**src/hdl/ddo_pkg.sv**
```systemverilog
// ----------------------------------------------------------------------------
// ddo_pkg
// Shared widths, constants and the arctangent table of the odometry core.
// ----------------------------------------------------------------------------
package ddo_pkg;

  localparam int MUL_A_W   = 40;
  localparam int MUL_B_W   = 32;
  localparam int MUL_P_W   = 64;
  localparam int DIV_N_W   = 60;
  localparam int DIV_D_W   = 35;
  localparam int COR_W     = 33;
  localparam int COR_STEPS = 16;
  localparam int CFG_IDX_W = 2;
  localparam int CFG_DAT_W = 20;

  localparam logic OP_CMD  = 1'b0;
  localparam logic OP_TICK = 1'b1;

  localparam logic [CFG_IDX_W-1:0] REG_SEP     = 2'd0;
  localparam logic [CFG_IDX_W-1:0] REG_RECIP   = 2'd1;
  localparam logic [CFG_IDX_W-1:0] REG_TIMEOUT = 2'd2;

  localparam logic [14:0] SEP_RESET     = 15'd2744;
  localparam logic [15:0] RECIP_RESET   = 16'd2560;
  localparam logic [19:0] TIMEOUT_RESET = 20'd1000000;

  localparam logic [20:0] TSC_MAX    = 21'd2097151;
  localparam logic [23:0] ANG_DEN    = 24'd16000000;
  localparam logic [22:0] ANG_HALF   = 23'd8000000;
  localparam logic [19:0] US_PER_S   = 20'd1000000;
  localparam logic [18:0] US_HALF    = 19'd500000;
  localparam logic [21:0] INV_TWO_PI = 22'd2670177;

  localparam logic signed [COR_W-1:0] CORDIC_GAIN = 33'sd652032874;

  function automatic logic signed [COR_W-1:0] atan_entry(input logic [3:0] i);
    logic signed [COR_W-1:0] r;
    case (i)
      4'd0:    r = 33'sd536870912;
      4'd1:    r = 33'sd316933406;
      4'd2:    r = 33'sd167458907;
      4'd3:    r = 33'sd85004756;
      4'd4:    r = 33'sd42667331;
      4'd5:    r = 33'sd21354465;
      4'd6:    r = 33'sd10680862;
      4'd7:    r = 33'sd5340245;
      4'd8:    r = 33'sd2670163;
      4'd9:    r = 33'sd1335087;
      4'd10:   r = 33'sd667544;
      4'd11:   r = 33'sd333772;
      4'd12:   r = 33'sd166886;
      4'd13:   r = 33'sd83443;
      4'd14:   r = 33'sd41721;
      4'd15:   r = 33'sd20860;
      default: r = '0;
    endcase
    return r;
  endfunction

endpackage

```
**src/hdl/ddo_item_if.sv**
```systemverilog
// ----------------------------------------------------------------------------
// ddo_item_if
// Input item channel: velocity commands and time ticks.
// ----------------------------------------------------------------------------
interface ddo_item_if;
  logic               valid;
  logic               ready;
  logic               operation;
  logic signed [15:0] cmd_linear_vel;
  logic signed [15:0] cmd_angular_vel;
  logic [19:0]        step_time_us;

  modport source (output valid, output operation, output cmd_linear_vel,
                  output cmd_angular_vel, output step_time_us, input ready);
  modport sink   (input valid, input operation, input cmd_linear_vel,
                  input cmd_angular_vel, input step_time_us, output ready);
endinterface

```
**src/hdl/ddo_result_if.sv**
```systemverilog
// ----------------------------------------------------------------------------
// ddo_result_if
// Result item channel: pose, body velocity and wheel state.
// ----------------------------------------------------------------------------
interface ddo_result_if;
  logic               valid;
  logic               ready;
  logic signed [31:0] pose_x;
  logic signed [31:0] pose_y;
  logic [15:0]        heading;
  logic signed [15:0] body_linear_vel;
  logic signed [15:0] body_angular_vel;
  logic signed [31:0] left_wheel_angle;
  logic signed [31:0] right_wheel_angle;
  logic signed [15:0] left_wheel_rate;
  logic signed [15:0] right_wheel_rate;

  modport source (output valid, output pose_x, output pose_y, output heading,
                  output body_linear_vel, output body_angular_vel,
                  output left_wheel_angle, output right_wheel_angle,
                  output left_wheel_rate, output right_wheel_rate, input ready);
  modport sink   (input valid, input pose_x, input pose_y, input heading,
                  input body_linear_vel, input body_angular_vel,
                  input left_wheel_angle, input right_wheel_angle,
                  input left_wheel_rate, input right_wheel_rate, output ready);
endinterface

```
**src/hdl/ddo_cfg_if.sv**
```systemverilog
// ----------------------------------------------------------------------------
// ddo_cfg_if
// Register write channel: register index and write data.
// ----------------------------------------------------------------------------
interface ddo_cfg_if import ddo_pkg::*; ();
  logic                 valid;
  logic                 ready;
  logic [CFG_IDX_W-1:0] index;
  logic [CFG_DAT_W-1:0] data;

  modport source (output valid, output index, output data, input ready);
  modport sink   (input valid, input index, input data, output ready);
endinterface

```
**src/hdl/diff_drive_odometry_core.sv**
```systemverilog
// ----------------------------------------------------------------------------
// diff_drive_odometry_core
// Differential-drive odometry: wheel speeds from body commands, timeout,
// wheel angle integration and dead-reckoned pose with a half-angle update.
//
//   channel  dir  handshake     carries
//   item     in   valid/ready   operation, command speeds, step time
//   result   out  valid/ready   pose, heading, body velocity, wheel state
//   cfg      in   valid/ready   register index, write data
//
// A command item takes one multiplier pass; a tick takes eleven passes of
// the bit-serial multiplier, five of the bit-serial divider and one CORDIC
// run. One item is in work at a time; item.ready is high only when idle.
// A finished result waits in the output register; a new item is taken
// meanwhile and its tick stalls at the end until that result is taken.
// Synchronous reset clears the odometry state and loads the register defaults.
// ----------------------------------------------------------------------------
module diff_drive_odometry_core import ddo_pkg::*; (
  input  logic        clk,
  input  logic        rst,
  ddo_item_if.sink    item,
  ddo_result_if.source result,
  ddo_cfg_if.sink     cfg
);

  localparam logic [4:0] ST_IDLE = 5'd0;
  localparam logic [4:0] ST_CMD  = 5'd1;
  localparam logic [4:0] ST_TIME = 5'd2;
  localparam logic [4:0] ST_PREP = 5'd3;
  localparam logic [4:0] ST_RD   = 5'd4;
  localparam logic [4:0] ST_LM   = 5'd5;
  localparam logic [4:0] ST_LD   = 5'd6;
  localparam logic [4:0] ST_RM   = 5'd7;
  localparam logic [4:0] ST_RDV  = 5'd8;
  localparam logic [4:0] ST_SM   = 5'd9;
  localparam logic [4:0] ST_SD   = 5'd10;
  localparam logic [4:0] ST_SEPM = 5'd11;
  localparam logic [4:0] ST_DM   = 5'd12;
  localparam logic [4:0] ST_DK   = 5'd13;
  localparam logic [4:0] ST_DD   = 5'd14;
  localparam logic [4:0] ST_CORD = 5'd15;
  localparam logic [4:0] ST_XM   = 5'd16;
  localparam logic [4:0] ST_YM   = 5'd17;
  localparam logic [4:0] ST_AD   = 5'd18;
  localparam logic [4:0] ST_LR   = 5'd19;
  localparam logic [4:0] ST_RR   = 5'd20;
  localparam logic [4:0] ST_EMIT = 5'd21;

  // registers
  logic [14:0] sep_reg;
  logic [15:0] recip_reg;
  logic [19:0] timeout_reg;

  // odometry state
  logic signed [15:0] left_speed;
  logic signed [15:0] right_speed;
  logic [20:0]        tsc;
  logic [31:0]        pos_x;
  logic [31:0]        pos_y;
  logic [15:0]        yaw;
  logic [31:0]        lang;
  logic [31:0]        rang;

  // sequencer
  logic [4:0] state;
  logic       phase;

  // working values
  logic signed [15:0] v_reg;
  logic signed [15:0] w_reg;
  logic [19:0]        dt_reg;
  logic signed [16:0] vsum;
  logic signed [16:0] vdiff;
  logic [35:0]        rd;
  logic [34:0]        sepm;
  logic [19:0]        ds_mag;
  logic [15:0]        mid;
  logic signed [15:0] ang_vel;
  logic signed [15:0] lrate;
  logic signed [15:0] rrate;

  // output register
  logic               res_valid;
  logic [31:0]        out_x;
  logic [31:0]        out_y;
  logic [15:0]        out_heading;
  logic signed [15:0] out_lin;
  logic signed [15:0] out_ang;
  logic [31:0]        out_lang;
  logic [31:0]        out_rang;
  logic signed [15:0] out_lrate;
  logic signed [15:0] out_rrate;

  // units
  logic                    use_mul;
  logic                    use_div;
  logic                    use_cor;
  logic                    mul_start;
  logic                    div_start;
  logic                    cor_start;
  logic                    mul_done;
  logic                    div_done;
  logic                    cor_done;
  logic                    unit_done;
  logic [MUL_A_W-1:0]      mul_a;
  logic [MUL_B_W-1:0]      mul_b;
  logic [MUL_P_W-1:0]      prod;
  logic [DIV_N_W-1:0]      div_num;
  logic [DIV_D_W-1:0]      div_den;
  logic [DIV_N_W-1:0]      quo;
  logic signed [COR_W-1:0] cor_cos;
  logic signed [COR_W-1:0] cor_sin;

  // derived
  logic [14:0]             sep_eff;
  logic [15:0]             l_mag;
  logic [15:0]             r_mag;
  logic [15:0]             w_mag;
  logic [16:0]             sum_mag;
  logic [16:0]             diff_mag;
  logic signed [COR_W-1:0] cos_abs;
  logic signed [COR_W-1:0] sin_abs;
  logic [31:0]             q32;
  logic [32:0]             term_sum;
  logic signed [20:0]      term;
  logic signed [20:0]      v_ext;
  logic [32:0]             rate_sum;
  logic [31:0]             rate_mag;
  logic [52:0]             xy_sum;
  logic [31:0]             xy_mag;
  logic [25:0]             r512_sum;
  logic [25:0]             r256_sum;
  logic [15:0]             r512;
  logic [15:0]             r256;
  logic [17:0]             bl_sum;
  logic [21:0]             t_sum;
  logic [20:0]             tsc_new;

  function automatic logic signed [15:0] sat_mag(input logic [31:0] mag, input logic neg);
    logic signed [15:0] r;
    if (neg) begin
      r = (mag > 32'd32768) ? 16'sh8000 : 16'(~mag[15:0] + 16'd1);
    end else begin
      r = (mag > 32'd32767) ? 16'sh7FFF : mag[15:0];
    end
    return r;
  endfunction

  function automatic logic signed [15:0] sat21(input logic signed [20:0] v);
    logic signed [15:0] r;
    if (v > 21'sd32767) begin
      r = 16'sh7FFF;
    end else if (v < -21'sd32768) begin
      r = 16'sh8000;
    end else begin
      r = v[15:0];
    end
    return r;
  endfunction

  assign sep_eff  = (sep_reg == '0) ? 15'd1 : sep_reg;
  assign l_mag    = left_speed[15] ? 16'(-left_speed) : 16'(left_speed);
  assign r_mag    = right_speed[15] ? 16'(-right_speed) : 16'(right_speed);
  assign w_mag    = w_reg[15] ? 16'(-w_reg) : 16'(w_reg);
  assign sum_mag  = vsum[16] ? 17'(-vsum) : 17'(vsum);
  assign diff_mag = vdiff[16] ? 17'(-vdiff) : 17'(vdiff);
  assign cos_abs  = cor_cos[COR_W-1] ? -cor_cos : cor_cos;
  assign sin_abs  = cor_sin[COR_W-1] ? -cor_sin : cor_sin;
  assign q32      = quo[31:0];

  assign term_sum = {1'b0, prod[31:0]} + 33'd4096;
  assign term     = w_reg[15] ? -$signed({1'b0, term_sum[32:13]})
                              : $signed({1'b0, term_sum[32:13]});
  assign v_ext    = 21'(v_reg);
  assign rate_sum = {1'b0, prod[31:0]} + 33'd2048;
  assign rate_mag = 32'(rate_sum[32:12]);
  assign xy_sum   = {1'b0, prod[51:0]} + 53'h2000_0000;
  assign xy_mag   = 32'(xy_sum[52:30]);
  assign r512_sum = {1'b0, quo[24:0]} + 26'd256;
  assign r256_sum = {1'b0, quo[24:0]} + 26'd128;
  assign r512     = r512_sum[24:9];
  assign r256     = r256_sum[23:8];
  assign bl_sum   = {1'b0, sum_mag} + 18'd1;
  assign t_sum    = {1'b0, tsc} + 22'(dt_reg);
  assign tsc_new  = (t_sum > 22'(TSC_MAX)) ? TSC_MAX : t_sum[20:0];

  // unit operands per step
  always_comb begin
    use_mul = 1'b0;
    use_div = 1'b0;
    use_cor = 1'b0;
    mul_a   = '0;
    mul_b   = '0;
    div_num = '0;
    div_den = '0;
    case (state)
      ST_CMD: begin
        use_mul = 1'b1;
        mul_a   = MUL_A_W'(w_mag);
        mul_b   = MUL_B_W'(sep_eff);
      end
      ST_RD: begin
        use_mul = 1'b1;
        mul_a   = MUL_A_W'(recip_reg);
        mul_b   = MUL_B_W'(dt_reg);
      end
      ST_LM: begin
        use_mul = 1'b1;
        mul_a   = MUL_A_W'(rd);
        mul_b   = MUL_B_W'(l_mag);
      end
      ST_RM: begin
        use_mul = 1'b1;
        mul_a   = MUL_A_W'(rd);
        mul_b   = MUL_B_W'(r_mag);
      end
      ST_LD, ST_RDV: begin
        use_div = 1'b1;
        div_num = DIV_N_W'(prod[51:0]) + DIV_N_W'(ANG_HALF);
        div_den = DIV_D_W'(ANG_DEN);
      end
      ST_SM: begin
        use_mul = 1'b1;
        mul_a   = MUL_A_W'(sum_mag);
        mul_b   = MUL_B_W'(dt_reg);
      end
      ST_SD: begin
        use_div = 1'b1;
        div_num = DIV_N_W'({prod[39:0], 3'b000}) + DIV_N_W'(US_HALF);
        div_den = DIV_D_W'(US_PER_S);
      end
      ST_SEPM: begin
        use_mul = 1'b1;
        mul_a   = MUL_A_W'(sep_eff);
        mul_b   = MUL_B_W'(US_PER_S);
      end
      ST_DM: begin
        use_mul = 1'b1;
        mul_a   = MUL_A_W'(diff_mag);
        mul_b   = MUL_B_W'(dt_reg);
      end
      ST_DK: begin
        use_mul = 1'b1;
        mul_a   = prod[MUL_A_W-1:0];
        mul_b   = MUL_B_W'(INV_TWO_PI);
      end
      ST_DD: begin
        use_div = 1'b1;
        div_num = DIV_N_W'(prod[57:0]) + DIV_N_W'(sepm[DIV_D_W-1:1]);
        div_den = sepm;
      end
      ST_CORD: begin
        use_cor = 1'b1;
      end
      ST_XM: begin
        use_mul = 1'b1;
        mul_a   = MUL_A_W'(ds_mag);
        mul_b   = cos_abs[MUL_B_W-1:0];
      end
      ST_YM: begin
        use_mul = 1'b1;
        mul_a   = MUL_A_W'(ds_mag);
        mul_b   = sin_abs[MUL_B_W-1:0];
      end
      ST_AD: begin
        use_div = 1'b1;
        div_num = DIV_N_W'({diff_mag, 12'h000}) + DIV_N_W'(sep_eff[14:1]);
        div_den = DIV_D_W'(sep_eff);
      end
      ST_LR: begin
        use_mul = 1'b1;
        mul_a   = MUL_A_W'(l_mag);
        mul_b   = MUL_B_W'(recip_reg);
      end
      ST_RR: begin
        use_mul = 1'b1;
        mul_a   = MUL_A_W'(r_mag);
        mul_b   = MUL_B_W'(recip_reg);
      end
      default: ;
    endcase
  end

  assign mul_start = use_mul && !phase;
  assign div_start = use_div && !phase;
  assign cor_start = use_cor && !phase;
  assign unit_done = (use_mul && mul_done) || (use_div && div_done) || (use_cor && cor_done);

  ddo_mul u_mul (
    .clk   (clk),
    .rst   (rst),
    .start (mul_start),
    .a     (mul_a),
    .b     (mul_b),
    .done  (mul_done),
    .prod  (prod)
  );

  ddo_div u_div (
    .clk   (clk),
    .rst   (rst),
    .start (div_start),
    .num   (div_num),
    .den   (div_den),
    .done  (div_done),
    .quo   (quo)
  );

  ddo_cordic u_cordic (
    .clk     (clk),
    .rst     (rst),
    .start   (cor_start),
    .angle   (mid),
    .done    (cor_done),
    .cos_val (cor_cos),
    .sin_val (cor_sin)
  );

  assign item.ready = (state == ST_IDLE);
  assign cfg.ready  = 1'b1;

  assign result.valid             = res_valid;
  assign result.pose_x            = out_x;
  assign result.pose_y            = out_y;
  assign result.heading           = out_heading;
  assign result.body_linear_vel   = out_lin;
  assign result.body_angular_vel  = out_ang;
  assign result.left_wheel_angle  = out_lang;
  assign result.right_wheel_angle = out_rang;
  assign result.left_wheel_rate   = out_lrate;
  assign result.right_wheel_rate  = out_rrate;

  always_ff @(posedge clk) begin
    if (rst) begin
      sep_reg     <= SEP_RESET;
      recip_reg   <= RECIP_RESET;
      timeout_reg <= TIMEOUT_RESET;
    end else if (cfg.valid) begin
      case (cfg.index)
        REG_SEP:     sep_reg     <= cfg.data[14:0];
        REG_RECIP:   recip_reg   <= cfg.data[15:0];
        REG_TIMEOUT: timeout_reg <= cfg.data[19:0];
        default: ;
      endcase
    end
  end

  always_ff @(posedge clk) begin
    if (rst) begin
      state       <= ST_IDLE;
      phase       <= 1'b0;
      res_valid   <= 1'b0;
      left_speed  <= '0;
      right_speed <= '0;
      tsc         <= '0;
      pos_x       <= '0;
      pos_y       <= '0;
      yaw         <= '0;
      lang        <= '0;
      rang        <= '0;
    end else begin
      if (result.ready && state != ST_EMIT) begin
        res_valid <= 1'b0;
      end
      case (state)
        ST_IDLE: begin
          if (item.valid) begin
            if (item.operation == OP_CMD) begin
              v_reg <= item.cmd_linear_vel;
              w_reg <= item.cmd_angular_vel;
              state <= ST_CMD;
            end else begin
              dt_reg <= item.step_time_us;
              state  <= ST_TIME;
            end
          end
        end
        ST_TIME: begin
          tsc <= tsc_new;
          if (tsc_new > 21'(timeout_reg)) begin
            left_speed  <= '0;
            right_speed <= '0;
          end
          state <= ST_PREP;
        end
        ST_PREP: begin
          vsum  <= 17'(left_speed) + 17'(right_speed);
          vdiff <= 17'(right_speed) - 17'(left_speed);
          state <= ST_RD;
        end
        ST_EMIT: begin
          if (!res_valid || result.ready) begin
            res_valid   <= 1'b1;
            out_x       <= pos_x;
            out_y       <= pos_y;
            out_heading <= yaw;
            out_lang    <= lang;
            out_rang    <= rang;
            out_lrate   <= lrate;
            out_rrate   <= rrate;
            if (dt_reg == '0) begin
              out_lin <= '0;
              out_ang <= '0;
            end else begin
              out_lin <= sat_mag(32'(bl_sum[17:1]), vsum[16]);
              out_ang <= ang_vel;
            end
            state <= ST_IDLE;
          end
        end
        default: begin
          if (!phase) begin
            phase <= 1'b1;
          end else if (unit_done) begin
            phase <= 1'b0;
            case (state)
              ST_CMD: begin
                left_speed  <= sat21(v_ext + term);
                right_speed <= sat21(v_ext - term);
                tsc         <= '0;
                state       <= ST_IDLE;
              end
              ST_RD: begin
                rd    <= prod[35:0];
                state <= ST_LM;
              end
              ST_LM: state <= ST_LD;
              ST_LD: begin
                lang  <= lang + (left_speed[15] ? -q32 : q32);
                state <= ST_RM;
              end
              ST_RM: state <= ST_RDV;
              ST_RDV: begin
                rang  <= rang + (right_speed[15] ? -q32 : q32);
                state <= ST_SM;
              end
              ST_SM: state <= ST_SD;
              ST_SD: begin
                ds_mag <= quo[19:0];
                state  <= ST_SEPM;
              end
              ST_SEPM: begin
                sepm  <= prod[34:0];
                state <= ST_DM;
              end
              ST_DM: state <= ST_DK;
              ST_DK: state <= ST_DD;
              ST_DD: begin
                mid   <= yaw + (vdiff[16] ? -r512 : r512);
                yaw   <= yaw + (vdiff[16] ? -r256 : r256);
                state <= ST_CORD;
              end
              ST_CORD: state <= ST_XM;
              ST_XM: begin
                pos_x <= pos_x + ((vsum[16] ^ cor_cos[COR_W-1]) ? -xy_mag : xy_mag);
                state <= ST_YM;
              end
              ST_YM: begin
                pos_y <= pos_y + ((vsum[16] ^ cor_sin[COR_W-1]) ? -xy_mag : xy_mag);
                state <= ST_AD;
              end
              ST_AD: begin
                ang_vel <= sat_mag(q32, vdiff[16]);
                state   <= ST_LR;
              end
              ST_LR: begin
                lrate <= sat_mag(rate_mag, left_speed[15]);
                state <= ST_RR;
              end
              ST_RR: begin
                rrate <= sat_mag(rate_mag, right_speed[15]);
                state <= ST_EMIT;
              end
              default: state <= ST_IDLE;
            endcase
          end
        end
      endcase
    end
  end

`ifndef ASSERT_OFF
  a_one_unit: assert property (@(posedge clk) disable iff (rst)
    $onehot0({mul_start, div_start, cor_start}))
    else $error("more than one arithmetic unit started");

  a_emit_only: assert property (@(posedge clk) disable iff (rst)
    $rose(res_valid) |-> $past(state) == ST_EMIT)
    else $error("result raised outside the emit step");

  a_timeout: assert property (@(posedge clk) disable iff (rst)
    (state == ST_PREP && tsc > {1'b0, timeout_reg}) |->
      (left_speed == '0 && right_speed == '0))
    else $error("wheel speeds not zeroed after timeout");
`endif

endmodule

```
**src/hdl/ddo_mul.sv**
```systemverilog
// ----------------------------------------------------------------------------
// ddo_mul
// Bit-serial unsigned shift-add multiplier, one multiplier bit per cycle.
// ----------------------------------------------------------------------------
module ddo_mul import ddo_pkg::*; (
  input  logic               clk,
  input  logic               rst,
  input  logic               start,
  input  logic [MUL_A_W-1:0] a,
  input  logic [MUL_B_W-1:0] b,
  output logic               done,
  output logic [MUL_P_W-1:0] prod
);

  localparam int CNT_W = $clog2(MUL_B_W + 1);

  logic [MUL_A_W-1:0]         a_reg;
  logic [MUL_A_W-1:0]         hi;
  logic [MUL_B_W-1:0]         lo;
  logic [CNT_W-1:0]           cnt;
  logic                       busy;
  logic [MUL_A_W:0]           sum;
  logic [MUL_A_W+MUL_B_W-1:0] full;

  assign sum  = {1'b0, hi} + (lo[0] ? {1'b0, a_reg} : '0);
  assign full = {hi, lo};
  assign prod = full[MUL_P_W-1:0];

  always_ff @(posedge clk) begin
    if (rst) begin
      busy <= 1'b0;
      done <= 1'b0;
      cnt  <= '0;
    end else begin
      done <= 1'b0;
      if (start) begin
        busy <= 1'b1;
        cnt  <= '0;
      end else if (busy) begin
        cnt <= cnt + 1'b1;
        if (cnt == CNT_W'(MUL_B_W - 1)) begin
          busy <= 1'b0;
          done <= 1'b1;
        end
      end
    end
  end

  always_ff @(posedge clk) begin
    if (start) begin
      a_reg <= a;
      hi    <= '0;
      lo    <= b;
    end else if (busy) begin
      hi <= sum[MUL_A_W:1];
      lo <= {sum[0], lo[MUL_B_W-1:1]};
    end
  end

endmodule

```
**src/hdl/ddo_div.sv**
```systemverilog
// ----------------------------------------------------------------------------
// ddo_div
// Bit-serial restoring divider, one quotient bit per cycle.
// ----------------------------------------------------------------------------
module ddo_div import ddo_pkg::*; (
  input  logic               clk,
  input  logic               rst,
  input  logic               start,
  input  logic [DIV_N_W-1:0] num,
  input  logic [DIV_D_W-1:0] den,
  output logic               done,
  output logic [DIV_N_W-1:0] quo
);

  localparam int CNT_W = $clog2(DIV_N_W + 1);

  logic [DIV_N_W-1:0] q;
  logic [DIV_D_W-1:0] rem;
  logic [DIV_D_W-1:0] d_reg;
  logic [CNT_W-1:0]   cnt;
  logic               busy;
  logic [DIV_D_W:0]   rs;
  logic [DIV_D_W:0]   sub;
  logic               ge;

  assign rs  = {rem, q[DIV_N_W-1]};
  assign ge  = rs >= {1'b0, d_reg};
  assign sub = rs - {1'b0, d_reg};
  assign quo = q;

  always_ff @(posedge clk) begin
    if (rst) begin
      busy <= 1'b0;
      done <= 1'b0;
      cnt  <= '0;
    end else begin
      done <= 1'b0;
      if (start) begin
        busy <= 1'b1;
        cnt  <= '0;
      end else if (busy) begin
        cnt <= cnt + 1'b1;
        if (cnt == CNT_W'(DIV_N_W - 1)) begin
          busy <= 1'b0;
          done <= 1'b1;
        end
      end
    end
  end

  always_ff @(posedge clk) begin
    if (start) begin
      q     <= num;
      rem   <= '0;
      d_reg <= den;
    end else if (busy) begin
      rem <= ge ? sub[DIV_D_W-1:0] : rs[DIV_D_W-1:0];
      q   <= {q[DIV_N_W-2:0], ge};
    end
  end

endmodule

```
**src/hdl/ddo_cordic.sv**
```systemverilog
// ----------------------------------------------------------------------------
// ddo_cordic
// Iterative rotation CORDIC, one micro-rotation per cycle, Q2.30 cos and sin.
// ----------------------------------------------------------------------------
module ddo_cordic import ddo_pkg::*; (
  input  logic                    clk,
  input  logic                    rst,
  input  logic                    start,
  input  logic [15:0]             angle,
  output logic                    done,
  output logic signed [COR_W-1:0] cos_val,
  output logic signed [COR_W-1:0] sin_val
);

  localparam int CNT_W = $clog2(COR_STEPS);

  logic signed [COR_W-1:0] x;
  logic signed [COR_W-1:0] y;
  logic signed [COR_W-1:0] z;
  logic signed [COR_W-1:0] xs;
  logic signed [COR_W-1:0] ys;
  logic signed [COR_W-1:0] at;
  logic [1:0]              quad;
  logic [CNT_W-1:0]        cnt;
  logic                    busy;

  assign xs = x >>> cnt;
  assign ys = y >>> cnt;
  assign at = atan_entry(4'(cnt));

  always_ff @(posedge clk) begin
    if (rst) begin
      busy <= 1'b0;
      done <= 1'b0;
      cnt  <= '0;
    end else begin
      done <= 1'b0;
      if (start) begin
        busy <= 1'b1;
        cnt  <= '0;
      end else if (busy) begin
        cnt <= cnt + 1'b1;
        if (cnt == CNT_W'(COR_STEPS - 1)) begin
          busy <= 1'b0;
          done <= 1'b1;
        end
      end
    end
  end

  always_ff @(posedge clk) begin
    if (start) begin
      x    <= CORDIC_GAIN;
      y    <= '0;
      z    <= COR_W'({angle[13:0], 16'h0000});
      quad <= angle[15:14];
    end else if (busy) begin
      if (!z[COR_W-1]) begin
        x <= x - ys;
        y <= y + xs;
        z <= z - at;
      end else begin
        x <= x + ys;
        y <= y - xs;
        z <= z + at;
      end
    end
  end

  // rotate back by quadrant
  always_comb begin
    case (quad)
      2'd0: begin
        cos_val = x;
        sin_val = y;
      end
      2'd1: begin
        cos_val = -y;
        sin_val = x;
      end
      2'd2: begin
        cos_val = -x;
        sin_val = -y;
      end
      default: begin
        cos_val = y;
        sin_val = -x;
      end
    endcase
  end

endmodule
```
**src/flat_wrapper.sv**
```systemverilog
// flat-port wrapper written by rule: the top's interface ports become plain ports
module diff_drive_odometry_core_flat import ddo_pkg::*;
  (clk, rst, item_valid, item_operation, item_cmd_linear_vel, item_cmd_angular_vel, item_step_time_us, item_ready, result_valid, result_pose_x, result_pose_y, result_heading, result_body_linear_vel, result_body_angular_vel, result_left_wheel_angle, result_right_wheel_angle, result_left_wheel_rate, result_right_wheel_rate, result_ready, cfg_valid, cfg_index, cfg_data, cfg_ready);
  ddo_item_if item_i ();
  ddo_result_if result_i ();
  ddo_cfg_if cfg_i ();
  input  logic clk;
  input  logic rst;
  input wire logic [$bits(item_i.valid)-1:0] item_valid;
  input wire logic [$bits(item_i.operation)-1:0] item_operation;
  input wire logic [$bits(item_i.cmd_linear_vel)-1:0] item_cmd_linear_vel;
  input wire logic [$bits(item_i.cmd_angular_vel)-1:0] item_cmd_angular_vel;
  input wire logic [$bits(item_i.step_time_us)-1:0] item_step_time_us;
  output wire logic [$bits(item_i.ready)-1:0] item_ready;
  output wire logic [$bits(result_i.valid)-1:0] result_valid;
  output wire logic [$bits(result_i.pose_x)-1:0] result_pose_x;
  output wire logic [$bits(result_i.pose_y)-1:0] result_pose_y;
  output wire logic [$bits(result_i.heading)-1:0] result_heading;
  output wire logic [$bits(result_i.body_linear_vel)-1:0] result_body_linear_vel;
  output wire logic [$bits(result_i.body_angular_vel)-1:0] result_body_angular_vel;
  output wire logic [$bits(result_i.left_wheel_angle)-1:0] result_left_wheel_angle;
  output wire logic [$bits(result_i.right_wheel_angle)-1:0] result_right_wheel_angle;
  output wire logic [$bits(result_i.left_wheel_rate)-1:0] result_left_wheel_rate;
  output wire logic [$bits(result_i.right_wheel_rate)-1:0] result_right_wheel_rate;
  input wire logic [$bits(result_i.ready)-1:0] result_ready;
  input wire logic [$bits(cfg_i.valid)-1:0] cfg_valid;
  input wire logic [$bits(cfg_i.index)-1:0] cfg_index;
  input wire logic [$bits(cfg_i.data)-1:0] cfg_data;
  output wire logic [$bits(cfg_i.ready)-1:0] cfg_ready;
  assign item_i.valid = item_valid;
  assign item_i.operation = item_operation;
  assign item_i.cmd_linear_vel = item_cmd_linear_vel;
  assign item_i.cmd_angular_vel = item_cmd_angular_vel;
  assign item_i.step_time_us = item_step_time_us;
  assign item_ready = item_i.ready;
  assign result_valid = result_i.valid;
  assign result_pose_x = result_i.pose_x;
  assign result_pose_y = result_i.pose_y;
  assign result_heading = result_i.heading;
  assign result_body_linear_vel = result_i.body_linear_vel;
  assign result_body_angular_vel = result_i.body_angular_vel;
  assign result_left_wheel_angle = result_i.left_wheel_angle;
  assign result_right_wheel_angle = result_i.right_wheel_angle;
  assign result_left_wheel_rate = result_i.left_wheel_rate;
  assign result_right_wheel_rate = result_i.right_wheel_rate;
  assign result_i.ready = result_ready;
  assign cfg_i.valid = cfg_valid;
  assign cfg_i.index = cfg_index;
  assign cfg_i.data = cfg_data;
  assign cfg_ready = cfg_i.ready;
  diff_drive_odometry_core u_core (.clk(clk), .rst(rst), .item(item_i), .result(result_i), .cfg(cfg_i));
endmodule
```
**config.mk**
```make
export PLATFORM = sky130hd
export DESIGN_NAME = diff_drive_odometry_core_flat
export DESIGN_NICKNAME = d
export VERILOG_FILES = /design/src/hdl/ddo_pkg.sv /design/src/hdl/ddo_item_if.sv /design/src/hdl/ddo_result_if.sv /design/src/hdl/ddo_cfg_if.sv /design/src/hdl/diff_drive_odometry_core.sv /design/src/hdl/ddo_mul.sv /design/src/hdl/ddo_div.sv /design/src/hdl/ddo_cordic.sv /design/src/flat_wrapper.sv
export SDC_FILE = /design/constraint.sdc
export NUM_CORES = 2
export LEC_CHECK = 0
export ABC_AREA = 1
export BUFFER_PORTS_ARGS = -buffer_cell sky130_fd_sc_hd__buf_2
export CAP_MARGIN = 25
export CORE_MARGIN = 2
export CORE_UTILIZATION = 50
export DETAILED_ROUTE_END_ITERATION = 10
export GPL_TIMING_DRIVEN = 1
export HOLD_SLACK_MARGIN = 0.12
export PLACE_DENSITY = 0.66
export SLEW_MARGIN = 20
export SYNTH_ARGS = -nofsm -noshare
export SYNTH_HDL_FRONTEND = slang
export SYNTH_SLANG_ARGS = --single-unit
```
**constraint.sdc**
```tcl
create_clock -name clk -period 41 [get_ports clk]
set_input_delay 2.05 -clock clk [delete_from_list [all_inputs] [get_ports clk]]
set_output_delay 2.05 -clock clk [all_outputs]
set_load 0.02 [all_outputs]
```
==> parameters.txt <==
Parameter                              Value

Cells and area
  Fraction of final layout cells with drive strength greater than 1 ... approximately 7.5%
  Signed area change from the synthesized netlist to the final layout ... 9.20%
  Max reg flops ... 60
  Nets ... 13,100
  Filler Cells Inserted ... around 17,000

Placed design
  Detailed placer's ending HPWL ... 287,000 µm
  Input/output buffers ... roughly 290
  Placer Congestion ... roughly 1.1
  Worst slack, placed ... roughly 34 ns

Synthesis
  Post-Synth Adder-Cell Area ... roughly 8%
  Nets in the synthesized netlist ... approximately 13,000
  Synthesized area per cell ... about 7.0 µm²
  Netlist cell types ... 80
  Top flip-flop cell by instance count after synthesis ... sky130_fd_sc_hd__edfxtp_1
  Proportion of synthesized flip-flops having asynchronous set or reset ... 0%
  Yosys warning total ... 0
  Main combinational cell family by area after synthesis ... simple AND/OR/NAND/NOR gates
  Gate count of the mapped netlist ... about 12,000
  Combined area of all synthesized cells ... a little under 90,000 µm²
  Sequential fraction of the synthesis area ... about a third
  Post-synth EDFFs ... around 630
  Compound-gate portion of the synthesized area ... around 18%
  Fraction of synthesized area in multiplexers ... less than 1%
  Register bit total from synthesis ... around 1,100
  Simple logic cell fraction of the synthesized area ... between 20% and 30%
  Xor-xnor portion of the synthesized cell area ... 6.37%

Timing
  Maximum clock frequency ... 147 MHz
  Setup_tns ... 0 ns
  Setup violation total in the final timing report ... 0
  Worst clock skew on the final layout ... between 0.03 and 0.04 ns
  Normalized max-slew margin ... 28.1%
  Ratio of final minimum period to clock period ... 16.6%
  Max-slew violation count ... 0
  Setup repair after global routing missed its margin ... no
  Post-route minimum period ... roughly 6.8 ns
  Final critical-path setup slack ... around 34 ns
  Worst Max-Slew Pin Slew ... between 1 and 1.5 ns
  Number of endpoints with negative hold slack in the final report ... 0

Clocking
  Clock Pin Slew Worst Setup and Hold Paths ... about 0.060 ns
  Number of buffers created by CTS ... approximately 130
  Post CTS Setup Buffer Count ... 0
  CTS tree ... yes
  Clock Latency Late Sink ... between 0.8 and 0.9 ns
  Max clock buf depth ... 3
  Resize count post-CTS ... 0
  Level count of the clock H-tree ... 4
  Root buf cell ... sky130_fd_sc_hd__clkbuf_16
  Number of sinks on the clock net ... about 1,100
  Total of hold buffers inserted after clock tree synthesis ... 0

GRT
  Met3 Use GR ... between 9 and 10%
  Grt total ovfl ... 0
  Maximum number of pins on one net before global-route repair ... 93
  Grt peak-use layer ... met2
  First-pass GRT wire length ... approximately 530,000 µm
  Total GRT Usage ... about two fifths
  GRT met2 Usage ... between 50% and 60%
  Initial antenna violation count ... 20
  Global-route track usage on met1 ... a little over half
  Via count of the first global-routing pass ... around 84,000

Critical path
  Endpoint class of the critical path ... flip-flop
  Endpoint arrival time on the critical path ... 7.55 ns
  CP max-delay cell ... sky130_fd_sc_hd__nand2_2
  Most repeated library cell on the critical path ... sky130_fd_sc_hd__nand2_1
  Critical path buffers and inverters ... 4
  Type of the worst setup path ... flip-flop to flip-flop
  Maximum cell stage delay along the critical path ... approximately 0.6 ns
  Top fanout value on the critical path ... 49
  Critical path required time ... 41.72 ns
  Largest delay share family, worst path ... simple AND/OR/NAND/NOR gates
  Sort of element at the start of the critical path ... flip-flop

Drt
  Number of nets with antenna violations after routing ... 0
  DRT Wirelength ... 364,000 µm
  Initial DRT Pass Iterations ... 7
  Initial DRC Count ... roughly 12,000
  Average routed wire per standard cell ... roughly 24 µm
  Number of vias after detailed routing ... roughly 91,000
  Number of design rule violations left after detail routing ... 0
  Vias per Instance ... ~6

Job
  Max-cap violations ... 0

Min path
  Worst hold path class ... flip-flop to flip-flop

Floorplan
  Core Rows ... 153
  Initial core utilization ... between 50% and 60%
  Floorplan Core Area ... 174,000 µm²
  IO Pins ... 291
  Die boundary height ... 422 µm
  Die width ... 422 µm
  Full die area ... about 180,000 µm²

Power and ir drop
  Total power per unit cell area ... 65.3 nW/µm²
  Overall Power ... approximately 0.0062 W
  Maximum vdd ir drop ... around 70 µV
  Total leakage power ... approximately 42 nW

Run status
  Result of the run ... completed
-- worst register-to-register path: stages (launching register included) --
cell and delay, ns:
sky130_fd_sc_hd__edfxtp_1 0.31, sky130_fd_sc_hd__buf_4 0.43, sky130_fd_sc_hd__nand2_4 0.36, sky130_fd_sc_hd__inv_2 0.32, sky130_fd_sc_hd__buf_4 0.51, sky130_fd_sc_hd__a21oi_1 0.12, sky130_fd_sc_hd__nand3_1 0.11, sky130_fd_sc_hd__nand2_1 0.30
sky130_fd_sc_hd__inv_2 0.55, sky130_fd_sc_hd__nand2_1 0.14, sky130_fd_sc_hd__nand2_2 0.59, sky130_fd_sc_hd__o21ai_0 0.25, sky130_fd_sc_hd__ha_1 0.38, sky130_fd_sc_hd__a21oi_1 0.16, sky130_fd_sc_hd__nand2_1 0.09, sky130_fd_sc_hd__a21oi_1 0.21
sky130_fd_sc_hd__o21ai_0 0.17, sky130_fd_sc_hd__a21boi_0 0.58, sky130_fd_sc_hd__o21ai_0 0.34, sky130_fd_sc_hd__nand2_1 0.12, sky130_fd_sc_hd__nand2_1 0.12, sky130_fd_sc_hd__nand2_1 0.12, sky130_fd_sc_hd__nand2_1 0.06, sky130_fd_sc_hd__nand2_1 0.09
sky130_fd_sc_hd__nand3_1 0.09, sky130_fd_sc_hd__nand2_1 0.09, sky130_fd_sc_hd__nand2_1 0.05, sky130_fd_sc_hd__nor2_1 0.11
-- through the flow --
step                cells  utilization [%]  hold slack [ns]  instance area, µm²
floorplan           12400                -            0.400               87300
global placement    14700             52.2            0.404               90600
detailed placement  14700             52.2            0.405               90700
CTS                 15000             54.9            0.402               95300
global route        15000             54.9            0.403               95300
finish              15000             54.9            0.408               95300
-- power by group --
part | leakage (nW) | internal (W) | switching (W)
Clock | 2.22 | 0.000739 | 0.000511
Combinational | 30.8 | 0.000959 | 0.00237
Sequential | 9.45 | 0.00138 | 0.000262
-- logic make-up (layout without fill, tap and decap cells) --
kind of cell / after synthesis / count (layout)
xor gates and xnor gates: 630 / 630
DFF: 1098 / 1098
AOI/OAI and AO/OA: 2730 / 2730
other: 1 / 15
and+or+nand+nor: 5529 / 5529
muxes: 1 / 1
adders and majority gates: 545 / 545
buffers and inverters: 1884 / 2095
-- synthesized netlist by cell type (97+ instances only) --
cell,instances,area share [%]
sky130_fd_sc_hd__xnor2_1,211,2.1
sky130_fd_sc_hd__dfxtp_1,467,11
sky130_fd_sc_hd__edfxtp_1,631,22
sky130_fd_sc_hd__nor3_1,142,0.81
sky130_fd_sc_hd__nor2_1,1144,4.9
sky130_fd_sc_hd__nand3_1,901,5.2
sky130_fd_sc_hd__xor2_1,415,4.2
sky130_fd_sc_hd__nand4_1,175,1.3
sky130_fd_sc_hd__a31oi_1,97,0.70
sky130_fd_sc_hd__nand2_1,2857,12
sky130_fd_sc_hd__clkbuf_1,253,1.1
sky130_fd_sc_hd__buf_2,119,0.68
sky130_fd_sc_hd__o21ai_0,1065,6.1
sky130_fd_sc_hd__ha_1,527,7.6
sky130_fd_sc_hd__a21oi_1,968,5.5
sky130_fd_sc_hd__inv_1,1369,5.9
-- layout by cell type, fill, tap and decap left out, drive strengths merged, types with 174 or more instances in the layout --
cell type | netlist | layout
nand3 | 925 | 925
o21ai | 1146 | 1146
nand2 | 2913 | 2913
xor2 | 419 | 419
dfxtp | 467 | 467
edfxtp | 631 | 631
xnor2 | 211 | 211
nand4 | 180 | 180
ha | 527 | 527
inv | 1421 | 1430
a21oi | 979 | 979
buf | 193 | 420
clkbuf | 258 | 174
nor2 | 1217 | 1217
-- path summary, 6_finish.rpt --
check	start	end	slack, ns	depth (start not counted)
hold / removal	u_core.lrate[9]	u_core.result.left_wheel_rate[9]	0.41	0
setup reg to reg	u_core.u_cordic.quad[1]	u_core.pos_x[31]	34.18	27
hold reg to reg	u_core.lrate[9]	u_core.result.left_wheel_rate[9]	0.41	0
setup / recovery	u_core.u_cordic.quad[1]	u_core.pos_x[31]	34.18	27
-- cell type report --
cell class,instances,area [µm²],share of cell area [%]
multi-input combinational,9436,51600,54.2
sequential,1098,28300,29.7
inverter,1433,5390,5.66
clock buffer,173,3720,3.90
tap,2325,2910,3.05
timing repair buffer,421,2480,2.60
clock inverter,68,850,0.891
antenna,14,35.0,0.0367
-- routing by layer --
layer | part of all wire, % | vias to the layer above
li1 | - | 42100
met5 | 0.034 | -
met2 | 42 | 5086
met3 | 11 | 891
met4 | 5.3 | 18
met1 | 41 | 42700
No activity file was read; power rests on OpenSTA's default activity.
